`src/design/seven_bit_code_unpacker_top_assert.svh`:
```
// Assertion macros for the seven-bit code unpacker.
// Expects clk and rst_n in the scope of each use; no other dependencies.
`ifndef SEVEN_BIT_CODE_UNPACKER_TOP_ASSERT_SVH
`define SEVEN_BIT_CODE_UNPACKER_TOP_ASSERT_SVH

// Condition must never hold outside reset.
`define SBCU_ASSERT_NEVER(label, cond, msg) \
    label: assert property (@(posedge clk) disable iff (!rst_n) !(cond)) \
        else $error(msg);

// Antecedent implies consequent in the same cycle.
`define SBCU_ASSERT_IMPL(label, ante, cons, msg) \
    label: assert property (@(posedge clk) disable iff (!rst_n) (ante) |-> (cons)) \
        else $error(msg);

`endif

```
`src/design/sbcu_pkg.sv`:
```
// Shared types and constants for the seven-bit code unpacker.
// No dependencies; used by every module of the block.
`timescale 1ns / 1ps

package sbcu_pkg;

    localparam int CODE_W      = 7;
    localparam int BYTE_W      = 8;
    localparam int QUEUE_DEPTH = 4;
    localparam int QPTR_W      = $clog2(QUEUE_DEPTH);
    localparam int QCNT_W      = $clog2(QUEUE_DEPTH + 1);

    localparam logic [CODE_W-1:0] END_CODE = 7'd127;
    localparam logic [2:0]        LAST_POS = 3'd6;

    localparam logic REQ_DATA  = 1'b0;
    localparam logic REQ_TABLE = 1'b1;

    typedef enum logic {
        OP_LOOKUP = 1'b0,
        OP_WRITE  = 1'b1
    } op_kind_t;

    // One unit of work for the back end: a table lookup or a table write.
    typedef struct packed {
        op_kind_t            kind;
        logic [CODE_W-1:0]   addr;
        logic [BYTE_W-1:0]   symbol;
        logic                zero;
        logic                last;
    } op_t;

    typedef struct packed {
        logic                pend_valid;
        logic [2:0]          pos;
    } front_status_t;

endpackage

```
`src/design/seven_bit_code_unpacker_top.sv`:
```
// Seven-bit code unpacker: takes packed data beats and table-write beats on
// one valid/ready channel and returns decoded symbol bytes on another. Every
// seven data beats form a group carrying eight 7-bit codes, MSB first; each
// code reads the symbol table and gives one byte, or zero when the code is
// at or above table_length (cfg_write_en/cfg_write_data; the user must write
// it only while the block is idle; the block does not enforce this). Code
// 127 marks the end of a group's data: it gives nothing, and the rest of
// that group gives nothing either, while alignment is still kept.
// last_of_run flags the final result of a beat. Rate: one beat per cycle
// while the op queue has room; as it accepts one op per cycle, a seventh
// beat that yields two symbols holds its second code, and new beats wait
// until it is queued. A beat's first result passes the queue, the table
// read register and the output register. Table slots must be written
// before they are read; the table gets no clearing pass after reset.
// Depends on sbcu_pkg, sbcu_front, sbcu_queue, sbcu_back and the assert header.
`timescale 1ns / 1ps

`include "seven_bit_code_unpacker_top_assert.svh"

module seven_bit_code_unpacker_top #(
    parameter int TABLE_DEPTH = 128
) (
    input  logic                        clk,
    input  logic                        rst_n,
    input  logic                        cfg_write_en,
    input  logic [sbcu_pkg::CODE_W-1:0] cfg_write_data,
    input  logic                        in_valid,
    output logic                        in_ready,
    input  logic                        req_type,
    input  logic [sbcu_pkg::BYTE_W-1:0] packed_byte,
    input  logic [sbcu_pkg::CODE_W-1:0] entry_index,
    input  logic [sbcu_pkg::BYTE_W-1:0] entry_symbol,
    output logic                        out_valid,
    input  logic                        out_ready,
    output logic [sbcu_pkg::BYTE_W-1:0] symbol_out,
    output logic                        last_of_run
);

    // Front to queue
    logic                    q_push;
    logic                    q_full;
    sbcu_pkg::op_t           q_push_op;
    sbcu_pkg::front_status_t front_status;

    // Queue to back
    logic                    q_pop;
    logic                    q_valid;
    sbcu_pkg::op_t           q_head_op;

    // Front end: classify each beat, split group position six into two ops.
    sbcu_front #(
        .TABLE_DEPTH (TABLE_DEPTH)
    ) u_front (
        .clk            (clk),
        .rst_n          (rst_n),
        .cfg_write_en   (cfg_write_en),
        .cfg_write_data (cfg_write_data),
        .in_valid       (in_valid),
        .in_ready       (in_ready),
        .req_type       (req_type),
        .packed_byte    (packed_byte),
        .entry_index    (entry_index),
        .entry_symbol   (entry_symbol),
        .q_full         (q_full),
        .q_push         (q_push),
        .q_op           (q_push_op),
        .status         (front_status)
    );

    // Decouple: hold ops so front and back stall independently.
    sbcu_queue u_queue (
        .clk     (clk),
        .rst_n   (rst_n),
        .push    (q_push),
        .push_op (q_push_op),
        .full    (q_full),
        .pop     (q_pop),
        .valid   (q_valid),
        .head_op (q_head_op)
    );

    // Back end: apply writes, look up codes, present results.
    sbcu_back #(
        .TABLE_DEPTH (TABLE_DEPTH)
    ) u_back (
        .clk         (clk),
        .rst_n       (rst_n),
        .q_valid     (q_valid),
        .q_op        (q_head_op),
        .q_pop       (q_pop),
        .out_valid   (out_valid),
        .out_ready   (out_ready),
        .symbol_out  (symbol_out),
        .last_of_run (last_of_run)
    );

    // Never push into a full queue, never pop an empty one.
    `SBCU_ASSERT_NEVER(a_queue_overflow, q_push && q_full, "op queue overflow")
    `SBCU_ASSERT_NEVER(a_queue_underflow, q_pop && !q_valid, "op queue underflow")
    // Hold off new beats while a second code is still waiting to enter the queue.
    `SBCU_ASSERT_IMPL(a_pend_blocks_input, front_status.pend_valid, !in_ready, "beat taken during pending code")
    // A second code is only held after the last byte of a group.
    `SBCU_ASSERT_IMPL(a_pend_at_group_start, front_status.pend_valid, front_status.pos == 3'd0, "pending code outside group end")

endmodule

```
`src/design/sbcu_front.sv`:
```
// Front end: accepts beats, extracts 7-bit codes, tracks group state.
// Depends on sbcu_pkg; feeds sbcu_queue with lookup and write ops.
`timescale 1ns / 1ps

module sbcu_front #(
    parameter int TABLE_DEPTH = 128
) (
    input  logic                              clk,
    input  logic                              rst_n,
    input  logic                              cfg_write_en,
    input  logic [sbcu_pkg::CODE_W-1:0]       cfg_write_data,
    input  logic                              in_valid,
    output logic                              in_ready,
    input  logic                              req_type,
    input  logic [sbcu_pkg::BYTE_W-1:0]       packed_byte,
    input  logic [sbcu_pkg::CODE_W-1:0]       entry_index,
    input  logic [sbcu_pkg::BYTE_W-1:0]       entry_symbol,
    input  logic                              q_full,
    output logic                              q_push,
    output sbcu_pkg::op_t                     q_op,
    output sbcu_pkg::front_status_t           status
);

    localparam logic [sbcu_pkg::CODE_W:0] DEPTH_LIM = (sbcu_pkg::CODE_W + 1)'(TABLE_DEPTH);

    logic [sbcu_pkg::CODE_W-1:0] table_length_reg;
    logic [sbcu_pkg::BYTE_W-1:0] prev_byte_reg, prev_byte_next;
    logic [2:0]                  pos_reg, pos_next;
    logic                        stopped_reg, stopped_next;
    logic                        pend_valid_reg, pend_valid_next;
    sbcu_pkg::op_t               pend_op_reg, pend_op_next;

    logic [2:0]                  pos_eff;
    logic [2*sbcu_pkg::BYTE_W-1:0] window;
    logic [sbcu_pkg::CODE_W-1:0] code_a, code_b;
    logic                        emit_a, emit_b, stop_after_a, at_last;
    logic                        zero_a, zero_b;
    logic                        accept, accept_data;
    sbcu_pkg::op_t               op_a, op_b, op_wr;

    always_comb
    begin
        pos_eff      = (pos_reg > sbcu_pkg::LAST_POS) ? 3'd0 : pos_reg;
        window       = {prev_byte_reg, packed_byte};
        code_a       = sbcu_pkg::CODE_W'(window >> ({1'b0, pos_eff} + 4'd1));
        code_b       = packed_byte[sbcu_pkg::CODE_W-1:0];
        at_last      = (pos_eff == sbcu_pkg::LAST_POS);
        stop_after_a = stopped_reg || (code_a == sbcu_pkg::END_CODE);
        emit_a       = !stop_after_a;
        emit_b       = at_last && !stop_after_a && (code_b != sbcu_pkg::END_CODE);
        zero_a       = (code_a >= table_length_reg) || ({1'b0, code_a} >= DEPTH_LIM);
        zero_b       = (code_b >= table_length_reg) || ({1'b0, code_b} >= DEPTH_LIM);

        op_a.kind    = sbcu_pkg::OP_LOOKUP;
        op_a.addr    = code_a;
        op_a.symbol  = '0;
        op_a.zero    = zero_a;
        op_a.last    = !emit_b;

        op_b.kind    = sbcu_pkg::OP_LOOKUP;
        op_b.addr    = code_b;
        op_b.symbol  = '0;
        op_b.zero    = zero_b;
        op_b.last    = 1'b1;

        op_wr.kind   = sbcu_pkg::OP_WRITE;
        op_wr.addr   = entry_index;
        op_wr.symbol = entry_symbol;
        op_wr.zero   = 1'b0;
        op_wr.last   = 1'b0;
    end

    assign in_ready    = !pend_valid_reg && !q_full;
    assign accept      = in_valid && in_ready;
    assign accept_data = accept && (req_type == sbcu_pkg::REQ_DATA);

    // Push path: the held second code first, otherwise the beat just taken.
    always_comb
    begin
        q_push = 1'b0;
        q_op   = op_a;
        if (pend_valid_reg)
        begin
            q_push = !q_full;
            q_op   = pend_op_reg;
        end
        else if (accept)
        begin
            if (req_type == sbcu_pkg::REQ_TABLE)
            begin
                // drop writes to slots beyond the table
                q_push = ({1'b0, entry_index} < DEPTH_LIM);
                q_op   = op_wr;
            end
            else
            begin
                q_push = emit_a;
                q_op   = op_a;
            end
        end
    end

    always_comb
    begin
        prev_byte_next  = prev_byte_reg;
        pos_next        = pos_reg;
        stopped_next    = stopped_reg;
        pend_valid_next = pend_valid_reg;
        pend_op_next    = pend_op_reg;
        if (pend_valid_reg && !q_full)
        begin
            pend_valid_next = 1'b0;
        end
        if (accept_data)
        begin
            prev_byte_next = packed_byte;
            pos_next       = at_last ? 3'd0 : pos_eff + 3'd1;
            stopped_next   = at_last ? 1'b0 : stop_after_a;
            if (emit_a && emit_b)
            begin
                pend_valid_next = 1'b1;
                pend_op_next    = op_b;
            end
        end
    end

    always_ff @(posedge clk or negedge rst_n)
    begin
        if (!rst_n)
        begin
            table_length_reg <= '0;
            prev_byte_reg    <= '0;
            pos_reg          <= '0;
            stopped_reg      <= 1'b0;
            pend_valid_reg   <= 1'b0;
        end
        else
        begin
            if (cfg_write_en)
            begin
                table_length_reg <= cfg_write_data;
            end
            prev_byte_reg  <= prev_byte_next;
            pos_reg        <= pos_next;
            stopped_reg    <= stopped_next;
            pend_valid_reg <= pend_valid_next;
        end
    end

    always_ff @(posedge clk)
    begin
        pend_op_reg <= pend_op_next;
    end

    assign status.pend_valid = pend_valid_reg;
    assign status.pos        = pos_reg;

endmodule

```
`src/design/sbcu_queue.sv`:
```
// Small op queue between front and back end.
// Depends on sbcu_pkg for the op type and depth.
`timescale 1ns / 1ps

module sbcu_queue (
    input  logic          clk,
    input  logic          rst_n,
    input  logic          push,
    input  sbcu_pkg::op_t push_op,
    output logic          full,
    input  logic          pop,
    output logic          valid,
    output sbcu_pkg::op_t head_op
);

    sbcu_pkg::op_t                 slot_reg [sbcu_pkg::QUEUE_DEPTH];
    logic [sbcu_pkg::QPTR_W-1:0]   wr_ptr_reg, wr_ptr_next;
    logic [sbcu_pkg::QPTR_W-1:0]   rd_ptr_reg, rd_ptr_next;
    logic [sbcu_pkg::QCNT_W-1:0]   count_reg, count_next;

    assign full    = (count_reg == sbcu_pkg::QCNT_W'(sbcu_pkg::QUEUE_DEPTH));
    assign valid   = (count_reg != '0);
    assign head_op = slot_reg[rd_ptr_reg];

    always_comb
    begin
        wr_ptr_next = push ? wr_ptr_reg + 1'b1 : wr_ptr_reg;
        rd_ptr_next = pop  ? rd_ptr_reg + 1'b1 : rd_ptr_reg;
        count_next  = count_reg;
        if (push && !pop)
        begin
            count_next = count_reg + 1'b1;
        end
        else if (pop && !push)
        begin
            count_next = count_reg - 1'b1;
        end
    end

    always_ff @(posedge clk or negedge rst_n)
    begin
        if (!rst_n)
        begin
            wr_ptr_reg <= '0;
            rd_ptr_reg <= '0;
            count_reg  <= '0;
        end
        else
        begin
            wr_ptr_reg <= wr_ptr_next;
            rd_ptr_reg <= rd_ptr_next;
            count_reg  <= count_next;
        end
    end

    always_ff @(posedge clk)
    begin
        if (push)
        begin
            slot_reg[wr_ptr_reg] <= push_op;
        end
    end

endmodule

```
`src/design/sbcu_back.sv`:
```
// Back end: symbol table memory, registered lookup and output register.
// Depends on sbcu_pkg; drains ops from sbcu_queue.
`timescale 1ns / 1ps

module sbcu_back #(
    parameter int TABLE_DEPTH = 128
) (
    input  logic                        clk,
    input  logic                        rst_n,
    input  logic                        q_valid,
    input  sbcu_pkg::op_t               q_op,
    output logic                        q_pop,
    output logic                        out_valid,
    input  logic                        out_ready,
    output logic [sbcu_pkg::BYTE_W-1:0] symbol_out,
    output logic                        last_of_run
);

    localparam int AW = (TABLE_DEPTH > 1) ? $clog2(TABLE_DEPTH) : 1;

    logic [sbcu_pkg::BYTE_W-1:0] mem [TABLE_DEPTH];
    logic [sbcu_pkg::BYTE_W-1:0] rd_data_reg;
    logic                        s1_valid_reg, s1_valid_next;
    logic                        s1_zero_reg, s1_last_reg;
    logic                        out_valid_reg, out_valid_next;
    logic [sbcu_pkg::BYTE_W-1:0] out_sym_reg;
    logic                        out_last_reg;

    logic s1_adv, s1_free, pop_lookup, pop_write;

    assign s1_adv     = s1_valid_reg && (!out_valid_reg || out_ready);
    assign s1_free    = !s1_valid_reg || s1_adv;
    assign pop_lookup = q_valid && (q_op.kind == sbcu_pkg::OP_LOOKUP) && s1_free;
    assign pop_write  = q_valid && (q_op.kind == sbcu_pkg::OP_WRITE);
    assign q_pop      = pop_lookup || pop_write;

    always_comb
    begin
        s1_valid_next  = pop_lookup || (s1_valid_reg && !s1_adv);
        out_valid_next = s1_adv || (out_valid_reg && !out_ready);
    end

    // Table memory: one write port, one registered read port.
    always_ff @(posedge clk)
    begin
        if (pop_write)
        begin
            mem[q_op.addr[AW-1:0]] <= q_op.symbol;
        end
        if (pop_lookup)
        begin
            rd_data_reg <= mem[q_op.addr[AW-1:0]];
            s1_zero_reg <= q_op.zero;
            s1_last_reg <= q_op.last;
        end
        if (s1_adv)
        begin
            out_sym_reg  <= s1_zero_reg ? '0 : rd_data_reg;
            out_last_reg <= s1_last_reg;
        end
    end

    always_ff @(posedge clk or negedge rst_n)
    begin
        if (!rst_n)
        begin
            s1_valid_reg  <= 1'b0;
            out_valid_reg <= 1'b0;
        end
        else
        begin
            s1_valid_reg  <= s1_valid_next;
            out_valid_reg <= out_valid_next;
        end
    end

    assign out_valid   = out_valid_reg;
    assign symbol_out  = out_sym_reg;
    assign last_of_run = out_last_reg;

endmodule

```
`config.mk`:
```
export PLATFORM = sky130hd
export DESIGN_NAME = seven_bit_code_unpacker_top
export DESIGN_NICKNAME = d
export VERILOG_FILES = /design/src/design/sbcu_pkg.sv /design/src/design/seven_bit_code_unpacker_top.sv /design/src/design/sbcu_front.sv /design/src/design/sbcu_queue.sv /design/src/design/sbcu_back.sv
export VERILOG_INCLUDE_DIRS = /design/src /design/src/design
export SDC_FILE = /design/constraint.sdc
export NUM_CORES = 1
export LEC_CHECK = 0
export BUFFER_PORTS_ARGS = -buffer_cell sky130_fd_sc_hd__buf_2
export CORE_AREA = 4 4 282 354
export DETAILED_ROUTE_END_ITERATION = 6
export DIE_AREA = 0 0 286 358
export SLEW_MARGIN = 20
export SYNTH_ARGS = -nofsm -noshare
export SYNTH_HDL_FRONTEND = slang
export SYNTH_SLANG_ARGS = --single-unit
```
`constraint.sdc`:
```
create_clock -name clk -period 3.2 [get_ports clk]
set_input_delay 0.32 -clock clk [delete_from_list [all_inputs] [get_ports clk]]
set_output_delay 0.32 -clock clk [all_outputs]
set_load 0.05 [all_outputs]
```
Word-level counts from Yosys, hierarchy flattened

Memory sizes are Yosys's and may differ from the RTL's. A register that Yosys moved wholly into a read port is not among the register bits.
Cells that the tools add are included.

$add $sub $neg: 6
Magnitude comparators: 3
Eq/ne operators: 4
Shift-type cells: 1
Muxes and demuxes: 18
Bitwise logic cells: 2
Reduce and logical (&&, ||, !) cells: 34

Operators with widths:

| kind                                                                | count |
|---|---|
| 18-bit two-way mux                                                  | 3 |
| 16-bit by 4-bit right shift with 7-bit output                       | 1 |
| 1-bit logical AND                                                   | 15 |
| 7-bit >= comparator                                                 | 2 |
| 3-bit two-way mux                                                   | 4 |
| 1-bit two-way mux                                                   | 11 |
| 1-bit logical NOT                                                   | 10 |
| 7-bit equality test (second input constant)                         | 1 |
| 7-bit inequality test (second input constant)                       | 1 |
| 3-bit by 1-bit adder with 3-bit output (second input constant)      | 2 |
| 3-bit equality test (second input constant)                         | 2 |
| 1-bit logical OR                                                    | 6 |
| 2-bit by 1-bit adder with 2-bit output (second input constant)      | 2 |
| 3-bit by 1-bit adder with 4-bit output (second input constant)      | 1 |
| 3-bit greater-than comparator (second input constant)               | 1 |
| 3-bit nonzero test                                                  | 1 |
| 3-bit by 1-bit subtractor with 3-bit output (second input constant) | 1 |
| 1-bit inverter                                                      | 2 |
| 2-bit AND reduction                                                 | 1 |
| 2-bit nonzero test                                                  | 1 |

Register bits: 48
Bits in writable memories: 1096
Input bits: 36
Memories kept: 2

Memory list:

| name             | words | width | read ports | clocked after Yosys merged registers in | write ports | RTL line         | text |
|---|---|---|---|---|---|---|---|
| u_back.mem       | 128   | 8     | 1          | 1                                       | 1           | sbcu_back.sv:21  | `logic [sbcu_pkg::BYTE_W-1:0] mem [TABLE_DEPTH];` |
| u_queue.slot_reg | 4     | 18    | 1          | 0                                       | 1           | sbcu_queue.sv:16 | `sbcu_pkg::op_t slot_reg [sbcu_pkg::QUEUE_DEPTH];` |

Logic depth before layout (Yosys ltp)

Depth after elaboration: 14
Gate-level depth with buffers: 16
Gate-level depth less buffers: 13

By module

Synthesis repeated with hierarchy kept, for this count alone.

Cells, all modules: 2821
Area total of the unflattened synthesis: 46133.0 sq um

By module, submodules not included:

| module     | instances | cells each | area each (sq um) | sequential area each (sq um) |
|---|---|---|---|---|
| sbcu_back  | 1         | 2441       | 40999.3           | 31370.1 |
| sbcu_queue | 1         | 128        | 2994.1            | 2337.2 |
| sbcu_front | 1         | 252        | 2139.6            | 690.7 |

Least setup slack after synthesis

OpenSTA, ideal clock, no wires.

Kind: register -> register
Start: register u_queue.rd_ptr_reg[0] (netlist name)
End: register u_queue.count_reg[1] (netlist name)
Library setup time: 125 ps
Arrival: 3194 ps
Data required time: 3075 ps
Path slack: -119 ps
Stages on the path, launching flop included: 10
Path buffers: 1
Period minus slack after synthesis: 3319 ps
Cell sequence: dfrtp_1 buf_4 mux4_2 or2_2 a21oi_1 nor2_1 ha_1 inv_1 fa_1 mux2_2

Longest elaborated chain between the ends: 8
Elaborated cells on any way between the ends: 11
Classes of those cells: 1 x mux; 1 x bitwise; 8 x reduce/logical; 1 x memory

Ends and longest elaborated chain:

| what                                  | RTL line         | text |
|---|---|---|
| start: declaration                    | sbcu_queue.sv:18 | `logic [sbcu_pkg::QPTR_W-1:0] rd_ptr_reg, rd_ptr_next;` |
| start signal: assignment              | sbcu_queue.sv:51 | `rd_ptr_reg <= rd_ptr_next;` |
| memory 4 x 18 bit                     | --               |  |
| 1-bit inverter                        | sbcu_back.sv:33  | `assign pop_lookup = q_valid && (q_op.kind == sbcu_pkg::OP_LOOKUP) && s1_free;` |
| 1-bit logical AND (2 in series)       | sbcu_back.sv:33  |  |
| named net u_back.pop_lookup           | sbcu_back.sv:29  | `logic s1_adv, s1_free, pop_lookup, pop_write;` |
| 1-bit logical OR                      | sbcu_back.sv:35  | `assign q_pop = pop_lookup \|\| pop_write;` |
| 1-bit logical NOT                     | sbcu_queue.sv:30 | `if (push && !pop)` |
| 1-bit logical AND                     | sbcu_queue.sv:30 |  |
| 3-bit two-way mux                     | sbcu_queue.sv:30 |  |
| named net u_queue.count_next, one bit | sbcu_queue.sv:19 | `logic [sbcu_pkg::QCNT_W-1:0] count_reg, count_next;` |
| end signal: assignment                | sbcu_queue.sv:52 | `count_reg <= count_next;` |
| end: declaration                      | sbcu_queue.sv:19 |  |

The timed path passes the listed nets, and every way through them passes these cells.
A chain may end at the register's enable or synchronous reset.

Worst setup path after layout

Start: register u_front.pos_reg[0]
End: register u_queue.count_reg[2] (netlist name)

Longest elaborated chain between the ends: 13
Elaborated cells on any way between the ends: 15
Classes of those cells: 1 x add/sub; 1 x order compare; 1 x eq/ne; 1 x shift; 5 x mux; 6 x reduce/logical

Ends and longest elaborated chain:

| what                                            | RTL line                          | text |
|---|---|---|
| start: declaration                              | sbcu_front.sv:28                  | `logic [2:0] pos_reg, pos_next;` |
| start signal: assignment                        | sbcu_front.sv:144                 | `pos_reg <= pos_next;` |
| 3-bit greater-than comparator                   | sbcu_front.sv:43                  | `pos_eff = (pos_reg > sbcu_pkg::LAST_POS) ? 3'd0 : pos_reg;` |
| 3-bit two-way mux *                             | sbcu_front.sv:43                  |  |
| 3-bit by 1-bit adder with 4-bit output *        | sbcu_front.sv:45                  | `code_a = sbcu_pkg::CODE_W'(window >> ({1'b0, pos_eff} + 4'd1));` |
| 16-bit by 4-bit right shift with 7-bit output * | sbcu_front.sv:45                  |  |
| 7-bit equality test *                           | sbcu_front.sv:48                  | `stop_after_a = stopped_reg \|\| (code_a == sbcu_pkg::END_CODE);` |
| 1-bit logical OR *                              | sbcu_front.sv:48                  |  |
| 1-bit logical NOT *                             | sbcu_front.sv:49                  | `emit_a = !stop_after_a;` |
| 1-bit two-way mux *                             | sbcu_front.sv:89                  | `if (req_type == sbcu_pkg::REQ_TABLE)` |
| 1-bit two-way mux *                             | sbcu_front.sv:87                  | `else if (accept)` |
| 1-bit two-way mux *                             | sbcu_front.sv:82                  | `if (pend_valid_reg)` |
| named net q_push                                | seven_bit_code_unpacker_top.sv:40 | `logic q_push;` |
| 1-bit logical NOT                               | sbcu_queue.sv:34                  | `else if (pop && !push)` |
| 1-bit logical AND                               | sbcu_queue.sv:34                  |  |
| 2-bit nonzero test (no source line)             | --                                |  |

The timed path passes the listed nets; every way through them passes the cells marked *.

==> results_dict.tcl <==
set metrics [dict create \
    min_period_ps 3220 \
    cpMaxStageDelayCell "dfrtp_2" \
    setup.worst_path.class "flop to flop" \
    start_util_pct 44.6 \
    cts.clk_slew.worst_paths_ps 70 \
    route.detailed.drc 0 \
    firstDrtPassIters 5 \
    num_rows 128 \
    critical_path_arrival_ps 3850 \
    fin_skew_ps 21.8 \
    violations "negative setup slack" \
    hold_path_class "input pin to flop" \
    syn-num-nets 2479 \
    drt_iter0_markers 3164 \
    grt_pass1_vias 26200 \
    area_delta_synth_final_pct 24.4 \
    max_cap_violations 0 \
    avgViaCountPerCell 6.04 \
    finalNetCount 3018 \
    cp.required_ps 3820 \
    gp_congestion 0.899 \
    power.density_mw_per_mm2 1030 \
    yosysWarnings 0 \
    cp_slowest_stage_delay_ps 440 \
    fin_cells 4351 \
    core-area_sq_mm 0.0967 \
    postSynthAreaPerCell_sq_um 17.8 \
    vias 26300 \
    cts_sinks 1150 \
    dp_hpwl_mm 78.3 \
    synthArstFlopShare_pct 2.35 \
    maxSlewHeadroom_pct 32.9 \
    syn-cell-area_sq_mm 0.0431 \
    drive_gt1_share_pct 28.6 \
    fmax_ghz 0.310 \
    final_antenna_net_count 0 \
    hold_viol 0 \
    ys_seq_elements 1150 \
    numCtsBuffers 105 \
    synth_top_cell_by_area "edfxtp_1" \
    grt_max_degree 129 \
    synth.distinct_cells 57 \
    wirelength_mm 125 \
    fin_crit_sh_pct 101 \
    slew_viol_final 0 \
    status "complete, but fails checks" \
    setup_ws_ps -24.6 \
    worstMarginPinSlew_ps 1010 \
    numPortBuffers 46 \
    critical_path.max_fanout 8 \
    grt_overflow 0 \
    peakVddDrop_mv 1.06 \
    total_leakage_power_nw 17.4 \
    path_common_cell "buf_4" \
    synthTopCellsByCount "edfxtp_1, a22oi_1, nor2_1" \
    rsz0062_at_grt "true" \
    die_w_microns 286 \
    grt_pass1_wl_mm 179 \
    synth_flop_cell "edfxtp_1" \
    crit_buf_inv 6 \
    htreeDepth 3 \
    placed_cells 4082 \
    num_io_pins 47 \
    synth_edf_count 1123 \
    critPathTopFamily "compound AO/OA/AOI/OAI gates" \
    p_total_mw 55.5 \
    postSynthCellCount 2423 \
    insertion_delay_ps 710 \
    worst_setup_path_start_kind "flop" \
    grt_usage_pct 23.8 \
    yosys.cell_count.top_type "edfxtp_1" \
    root_buffer "clkbuf_16" \
    nFillCells 7425 \
    synth_top_area_share_pct 78.2 \
    cts_tree "built" \
    critical_path.endpoint_type "flop" \
    synth_area_leaders "edfxtp_1, a22oi_1, a41oi_1" \
    antenna_found_initial 8 \
    tns_ps -24.6 \
    wire_per_inst_microns 28.8 \
    setup_viol 1 \
    dieHeight_microns 358 \
    crit_chain "buf_12 -> buf_12 -> mux2i_1 -> a21oi_1 -> a32oi_2 -> a2111oi_4 -> a31oi_1 -> buf_4 -> o21ai_4 -> a21oi_2 -> ha_2 -> buf_4 -> buf_4 -> buf_4 -> xor2_1 -> nor2_1 -> xor2_1" \
    clockBufferDepth 3 \
    die_area_sq_mm 0.102 \
    seq_area_frac_synth_pct 79.7 \
    largest_register_ffs 1024 \
]
## timing repair
action                     in CTS  in global routing
setup endpoints to repair      62                 14
gates cloned                    0                  8
setup buffers                   5                 26
gates resized for setup        58                 85
pin swaps                      21                 51
hold buffers                   35                  0
hold endpoints to repair       72                  0
## cells by family after synthesis
| group | share of synthesized area [%] |
|---|---|
| fa+ha+maj | 0.598 |
| buf+inv | 1.86 |
| xor+xnor | 0.142 |
| mux | 1.72 |
| flops | 79.7 |
| compound gates | 12.7 |
| simple gates | 3.25 |
## final timing paths
check                                    from                      to  slack, ps  cells after the start
setup / recovery           u_front.pos_reg[0]    u_queue.count_reg[2]        -20                     17
hold / removal                entry_symbol[1]  u_queue.slot_reg[0][3]         40                      2
setup reg to reg           u_front.pos_reg[0]    u_queue.count_reg[2]        -20                     17
hold reg to reg            u_back.s1_last_reg      u_back.last_of_run        480                      0
max in group asynchronous               rst_n      u_front.pos_reg[0]       2510                      2
min in group asynchronous               rst_n     u_back.s1_valid_reg        190                      2
## layout by cell type (no fill, tap or decap), types with 31 or more instances in the layout
cell type	instances
edfxtp_1	1123
a22oi_1	482
buf_4	431
nor2_1	132
clkbuf_16	114
a41oi_1	97
nand2_1	60
buf_12	55
buf_2	46
dlygate4sd3_1	35
a22oi_2	31
## layer usage
metal  routed length (microns)  track usage (%)  part of all wire [%]  up-vias
met3                     10100             3.83                   8.1      250
met5                        63                0                 0.050        -
met2                     62900             40.9                    50     1366
met4                      5450             9.49                   4.3       10
met1                     46900             30.4                    37    13500
li1                          -                -                     -    11200
## through the flow
| step | setup WS [ps] | hold slack (ps) | util (%) | cell area [sq um] |
|---|---|---|---|---|
| after global placement | -542 | 397 | 50.2 | 48500 |
| after floorplan | 67.5 | 24.4 | - | 43100 |
| after detailed placement | -535 | 411 | 50.2 | 48500 |
| final | -24.6 | 35.7 | 55.5 | 53700 |
| after CTS | -54.1 | 0.741 | 54.6 | 52800 |
| after global routing | -104 | 17.6 | 55.5 | 53700 |
## power breakdown
group	total [mW]	internal [mW]	switching, mW
registers	20.9	20.4	0.455
logic	21.7	7.89	13.8
clock network	12.9	7.37	5.56
## area by class of cell
type | instances | area [sq um] | area share (%)
Antenna cell | 1 | 2.50 | 0.00466
Clock buffer | 121 | 2730 | 5.09
Clock inverter | 74 | 832 | 1.55
Inverter | 17 | 63.8 | 0.119
Multi-Input combinational cell | 1099 | 8750 | 16.3
Sequential cell | 1150 | 34400 | 64.1
Tap cell | 1300 | 1630 | 3.03
Timing Repair Buffer | 589 | 5270 | 9.81
No activity file was read; power rests on OpenSTA's default activity.
